--- config.mk ---
export PLATFORM = sky130hd
export DESIGN_NAME = csv_field_tokenizer
export DESIGN_NICKNAME = d
export VERILOG_FILES = /design/src/sv/csvft_pkg.sv /design/src/sv/csv_field_tokenizer.sv
export SDC_FILE = /design/constraint.sdc
export NUM_CORES = 1
export LEC_CHECK = 0
export BUFFER_PORTS_ARGS = -buffer_cell sky130_fd_sc_hd__clkbuf_2
export CAP_MARGIN = 20
export CELL_PAD_IN_SITES_DETAIL_PLACEMENT = 0
export CELL_PAD_IN_SITES_GLOBAL_PLACEMENT = 2
export CORE_ASPECT_RATIO = 0.6
export CORE_MARGIN = 2
export CORE_UTILIZATION = 33
export CTS_CLUSTER_SIZE = 12
export DETAILED_ROUTE_END_ITERATION = 6
export PLACE_DENSITY = 0.8
export SETUP_SLACK_MARGIN = 0.05
export SYNTH_ARGS = -nofsm -noshare
export SYNTH_HDL_FRONTEND = slang
export SYNTH_SLANG_ARGS = --single-unit
export TNS_END_PERCENT = 50
--- constraint.sdc ---
create_clock -name clk_i -period 2.4 [get_ports clk_i]
set_clock_uncertainty 0.15 [all_clocks]
set_input_delay 0 -clock clk_i [delete_from_list [all_inputs] [get_ports clk_i]]
set_output_delay 0 -clock clk_i [all_outputs]
set_load 0.1 [all_outputs]
--- src/sv/csvft_pkg.sv ---
package csvft_pkg;

  localparam logic [7:0] CH_QUOTE = 8'h22;
  localparam logic [7:0] CH_COMMA = 8'h2C;
  localparam logic [7:0] CH_LF    = 8'h0A;
  localparam logic [7:0] CH_CR    = 8'h0D;

  localparam logic OP_DATA  = 1'b0;
  localparam logic OP_FLUSH = 1'b1;

  typedef struct packed {
    logic       char_valid;
    logic [7:0] char_value;
    logic       field_done;
    logic       record_done;
  } tok_res_t;

endpackage

--- src/sv/csv_field_tokenizer.sv ---
// CSV field tokenizer.
// Input channel: one item per handshake (in_valid_i high, in_stall_o low),
// either a text byte (opcode_i = data) or an end-of-input marker that closes
// any open field. Output channel: exactly one result per input item, in
// order, carrying an optional decoded content byte plus field_done and
// record_done flags for the field that closed before that byte.
// An accepted item is held in the input register, is then decoded into the
// result register, which drives the output, and can be taken from there.
// Throughput is one item per cycle while out_stall_i is low; the parser
// state update is a single short decode of the registered byte against the
// current state.
// A carriage return is held in the parser state, so the field end it causes
// is reported on the following item.
// Reset empties both registers and returns the parser to line start.
// When the receiver stalls, the result register holds its item; the input
// register still fills once, then in_stall_o rises until the output drains.
module csv_field_tokenizer (
  input  logic       clk_i,
  input  logic       rst_ni,
  input  logic       in_valid_i,
  output logic       in_stall_o,
  input  logic       opcode_i,
  input  logic [7:0] data_byte_i,
  output logic       out_valid_o,
  input  logic       out_stall_i,
  output logic       char_valid_o,
  output logic [7:0] char_value_o,
  output logic       field_done_o,
  output logic       record_done_o
);
  import csvft_pkg::*;

  typedef enum logic [2:0] {
    ST_LINE   = 3'd0,
    ST_FIELD  = 3'd1,
    ST_PLAIN  = 3'd2,
    ST_QUOTED = 3'd3,
    ST_QSEEN  = 3'd4,
    ST_CR     = 3'd5
  } state_e;

  state_e     state_q, state_d;
  logic       in_valid_q;
  logic       opcode_q;
  logic [7:0] byte_q;
  logic       out_valid_q;
  tok_res_t   res_q, res_d;
  tok_res_t   bf_res;
  state_e     bf_state;
  logic       advance;
  logic       in_accept;

  assign advance   = in_valid_q && (!out_valid_q || !out_stall_i);
  assign in_stall_o = in_valid_q && !advance;
  assign in_accept = in_valid_i && !in_stall_o;

  // Byte arriving where a new field begins.
  always_comb begin
    bf_res   = '0;
    bf_state = ST_PLAIN;
    priority if (byte_q == CH_QUOTE) begin
      bf_state = ST_QUOTED;
    end else if (byte_q == CH_COMMA) begin
      bf_res.field_done = 1'b1;
      bf_state          = ST_FIELD;
    end else if (byte_q == CH_LF) begin
      bf_res.field_done  = 1'b1;
      bf_res.record_done = 1'b1;
      bf_state           = ST_LINE;
    end else if (byte_q == CH_CR) begin
      bf_state = ST_CR;
    end else begin
      bf_res.char_valid = 1'b1;
      bf_res.char_value = byte_q;
    end
  end

  always_comb begin
    res_d   = '0;
    state_d = ST_LINE;
    if (opcode_q == OP_FLUSH) begin
      if (state_q != ST_LINE) begin
        res_d.field_done  = 1'b1;
        res_d.record_done = 1'b1;
      end
    end else begin
      unique case (state_q)
        ST_PLAIN: begin
          priority if (byte_q == CH_COMMA) begin
            res_d.field_done = 1'b1;
            state_d          = ST_FIELD;
          end else if (byte_q == CH_LF) begin
            res_d.field_done  = 1'b1;
            res_d.record_done = 1'b1;
          end else if (byte_q == CH_CR) begin
            state_d = ST_CR;
          end else begin
            res_d.char_valid = 1'b1;
            res_d.char_value = byte_q;
            state_d          = ST_PLAIN;
          end
        end
        ST_QUOTED: begin
          if (byte_q == CH_QUOTE) begin
            state_d = ST_QSEEN;
          end else begin
            res_d.char_valid = 1'b1;
            res_d.char_value = byte_q;
            state_d          = ST_QUOTED;
          end
        end
        ST_QSEEN: begin
          priority if (byte_q == CH_QUOTE) begin
            res_d.char_valid = 1'b1;
            res_d.char_value = CH_QUOTE;
            state_d          = ST_QUOTED;
          end else if (byte_q == CH_COMMA) begin
            res_d.field_done = 1'b1;
            state_d          = ST_FIELD;
          end else if (byte_q == CH_LF) begin
            res_d.field_done  = 1'b1;
            res_d.record_done = 1'b1;
          end else if (byte_q == CH_CR) begin
            state_d = ST_CR;
          end else begin
            // stray text after a closing quote starts a new record
            res_d.char_valid  = 1'b1;
            res_d.char_value  = byte_q;
            res_d.field_done  = 1'b1;
            res_d.record_done = 1'b1;
            state_d           = ST_PLAIN;
          end
        end
        ST_CR: begin
          priority if (byte_q == CH_LF) begin
            res_d.field_done  = 1'b1;
            res_d.record_done = 1'b1;
          end else if (byte_q == CH_COMMA) begin
            res_d.field_done = 1'b1;
            state_d          = ST_FIELD;
          end else begin
            // lone carriage return: close the record, restart on this byte
            res_d.char_valid  = bf_res.char_valid;
            res_d.char_value  = bf_res.char_value;
            res_d.field_done  = 1'b1;
            res_d.record_done = 1'b1;
            state_d           = bf_state;
          end
        end
        default: begin
          res_d   = bf_res;
          state_d = bf_state;
        end
      endcase
    end
  end

  always_ff @(posedge clk_i or negedge rst_ni) begin
    if (!rst_ni) begin
      state_q     <= ST_LINE;
      in_valid_q  <= 1'b0;
      opcode_q    <= OP_DATA;
      byte_q      <= 8'h00;
      out_valid_q <= 1'b0;
      res_q       <= '0;
    end else begin
      if (in_accept) begin
        opcode_q <= opcode_i;
        byte_q   <= data_byte_i;
      end
      if (in_accept) begin
        in_valid_q <= 1'b1;
      end else if (advance) begin
        in_valid_q <= 1'b0;
      end
      if (advance) begin
        state_q     <= state_d;
        res_q       <= res_d;
        out_valid_q <= 1'b1;
      end else if (!out_stall_i) begin
        out_valid_q <= 1'b0;
      end
    end
  end

  assign out_valid_o   = out_valid_q;
  assign char_valid_o  = res_q.char_valid;
  assign char_value_o  = res_q.char_value;
  assign field_done_o  = res_q.field_done;
  assign record_done_o = res_q.record_done;

endmodule

==> impl_metrics.yaml <==
power:
  seqPwrFrac_pct: 39.9
  vdd_ir_drop_max_mv: 0.397
  p_sw_share_pct: 46.6
  clkPwrFrac_pct: 18.5
  p_int_uw: 754
  p_total_mw: 1.41
  p_leak_nw: 0.744
  power_switching_uw: 657
  power_per_cell_area_nw_per_um2: 828
  p_comb_share_pct: 41.7
cells_and_area:
  design_area_sq_um: 1700
  stdcell_count: 222
  final_util_pct: 44.8
  n_antenna_cell: 0
  final_net_count: 189
  syn_to_final_growth_pct: 26.0
  drive_gt1_share_pct: 28.0
clock_tree:
  worstSkewPairLatency_ns: 0.27
  ctsResizeCount: 0
  cts.path.max_buffers: 2
  cts_setup_buffers: 0
  cts.clk_slew.worst_paths_ns: 0.09
  htreeDepth: 1
  cts_hold_buf: 13
  cts_made_buffers: 3
  cts_tree: "built"
  clock_sinks: 25
  cts-root-buf: "clkbuf_8"
floorplanning:
  rows: 17
  ios: 26
  initial_core_util_pct: 35.5
  dieArea_sq_um: 4640
  die_y_um: 53.6
  die_w_um: 86.7
  core_area_sq_um: 3810
min_path:
  hold_path.class: "in2async"
job:
  drv_cap: 0
timing:
  slew_headroom_pct: 57.6
  rsz0062_at_grt: "no"
  worst_pin_slew_ns: 0.636
  fmax_mhz: 504
  min_period_ns: 1.99
  timing.final.crit_share_pct: 82.7
  hold_viol: 0
  whs_ns: 0.122
  setup_tns_ns: 0
  fin_ws_ns: 0.415
  slew_viol_final: 0
  setup_viol: 0
setup_path:
  critPathKind: "reg2reg"
  cp_max_fo: 8
  ff2ff_setup_slack_ns: 0.41
  arrival_ns: 2.01
  rr_startpoint: "byte_q[6]"
  r2r_cells: 5
  end_kind: "flop"
  worstSetupStartpointType: "flop"
  required_ns: 2.42
  rr_endpoint: "char_value_o[5]"
drt:
  wl_um: 3240
  ant_nets: 0
  vias: 1170
  wl_per_cell_um: 14.6
  drt_pass1_iterations: 4
  vias_per_cell: 5.27
  drt_iter0_drc: 88
  drc: 0
placed_design:
  dp_hpwl_um: 2290
  pre_cts_ws_ns: 0.439
  port_buffers: 25
  dpl_cell_area_sq_um: 1530
  gp_congestion: 0.829
  dp_cells: 205
synth:
  synth_nets: 150
  ys_ff_latch: 25
  yosysSeqAreaShare_pct: 46.3
  ys.flop_type: "dfrtp_1"
  syn_inst: 137
  syn_area_sq_um: 1350
  syn_avg_cell_area_sq_um: 9.87
  post_synth_num_cell_types: 43
  synth_edf_count: 0
  async_reset_ff_share_pct: 100
  ys_warn_count: 0
global_route:
  gr-total-overflow: 0
  grt_antenna_before_repair: 0
  grt_max_degree: 26
  gr-usage-all-layers_pct: 16.4
  grt_pass1_wl_um: 5820
  grt_pass1_vias: 1168
outcome:
  status: "finished clean"
critical path, cell delays in order (launching register included):
cell and delay [ns]:
dfrtp_1 0.42, or3_1 0.52, and3b_1 0.34, nand3b_2 0.19, o21ai_1 0.09, a22o_1 0.18
synth_stat cells (2+ instances only):
cell / n / area (sq um)
buf_2: 3 / 15.0
nor3b_1: 2 / 15.0
a32o_1: 2 / 20.0
nand2b_1: 5 / 31.3
nor2b_1: 4 / 25.0
o21ai_1: 6 / 30.0
nand3_1: 5 / 25.0
nor2_1: 6 / 22.5
a31oi_1: 2 / 12.5
o21ai_0: 6 / 30.0
nand2_1: 16 / 60.1
clkbuf_1: 4 / 15.0
a21oi_1: 7 / 35.0
dfrtp_1: 25 / 626
inv_1: 5 / 18.8
mux2_2: 9 / 101
a311o_1: 2 / 20.0
o211ai_1: 3 / 22.5
power by group through the flow:
stage	Clock, mW	Combinational (mW)	Sequential [mW]
global route	0.289	0.628	0.577
CTS	0.263	0.589	0.562
finish	0.260	0.588	0.562
detailed placement	0	0.572	0.570
floorplan	0	0.184	0.837
global placement	0	0.571	0.568
placed cells by master (no fill, tap or decap), types with 2 or more instances in the layout:
master         count
nor2_1             6
clkbuf_2          25
a311o_1            2
mux2_2             9
inv_1              5
o211ai_1           3
a21oi_1            7
nor2b_1            4
dfrtp_1           25
nor3b_1            2
nand2_1           16
nand2b_1           5
clkbuf_8           3
a32o_1             2
buf_4              3
o21ai_1            6
nand3_1            5
a31oi_1            2
dlygate4sd3_1     13
o21ai_0            6
how the worst max path moves through the flow:
stage	startpoint	endpoint	slack, ns	cells after the start
final	byte_q[6]	char_value_o[5]	0.41	5
after global routing	byte_q[6]	char_value_o[1]	0.28	5
after CTS	byte_q[6]	char_value_o[5]	0.44	5
after detailed placement	byte_q[6]	char_value_o[5]	0.44	5
after global placement	byte_q[6]	char_value_o[5]	0.48	5
after floorplan	out_valid_o	state_q[0]	0.19	5
per-layer routing:
| metal | global-route usage (%) | vias up | share of wire, % |
|---|---|---|---|
| li1 | - | 577 | - |
| met1 | 23.8 | 561 | 53 |
| met2 | 24.5 | 26 | 42 |
| met3 | 4.75 | 6 | 4.0 |
| met4 | 3.13 | 0 | 0.89 |
| met5 | 0 | - | 0 |
registers in the layout (all words and copies together), names as in the netlist:
signal	cells
state_q	3
char_valid_o	1
field_done_o	1
byte_q	8
in_valid_q	1
out_valid_o	1
opcode_q	1
record_done_o	1
char_value_o	8
area by class of cell:
class | count | area (sq um)
Timing Repair Buffer | 41 | 278
Clock buffer | 4 | 45.0
Multi-Input combinational cell | 100 | 678
Inverter | 5 | 18.8
Tap cell | 47 | 58.8
Sequential cell | 25 | 626
Fill cell | 362 | 2100
cell families after synthesis:
group	Yosys count	share of synthesized area [%]
buf+inv	12	3.61
simple gates	49	21.0
xor+xnor	1	0.648
flops	25	46.3
compound gates	41	21.0
mux	9	7.49
Power figures use the tool's default switching activity.
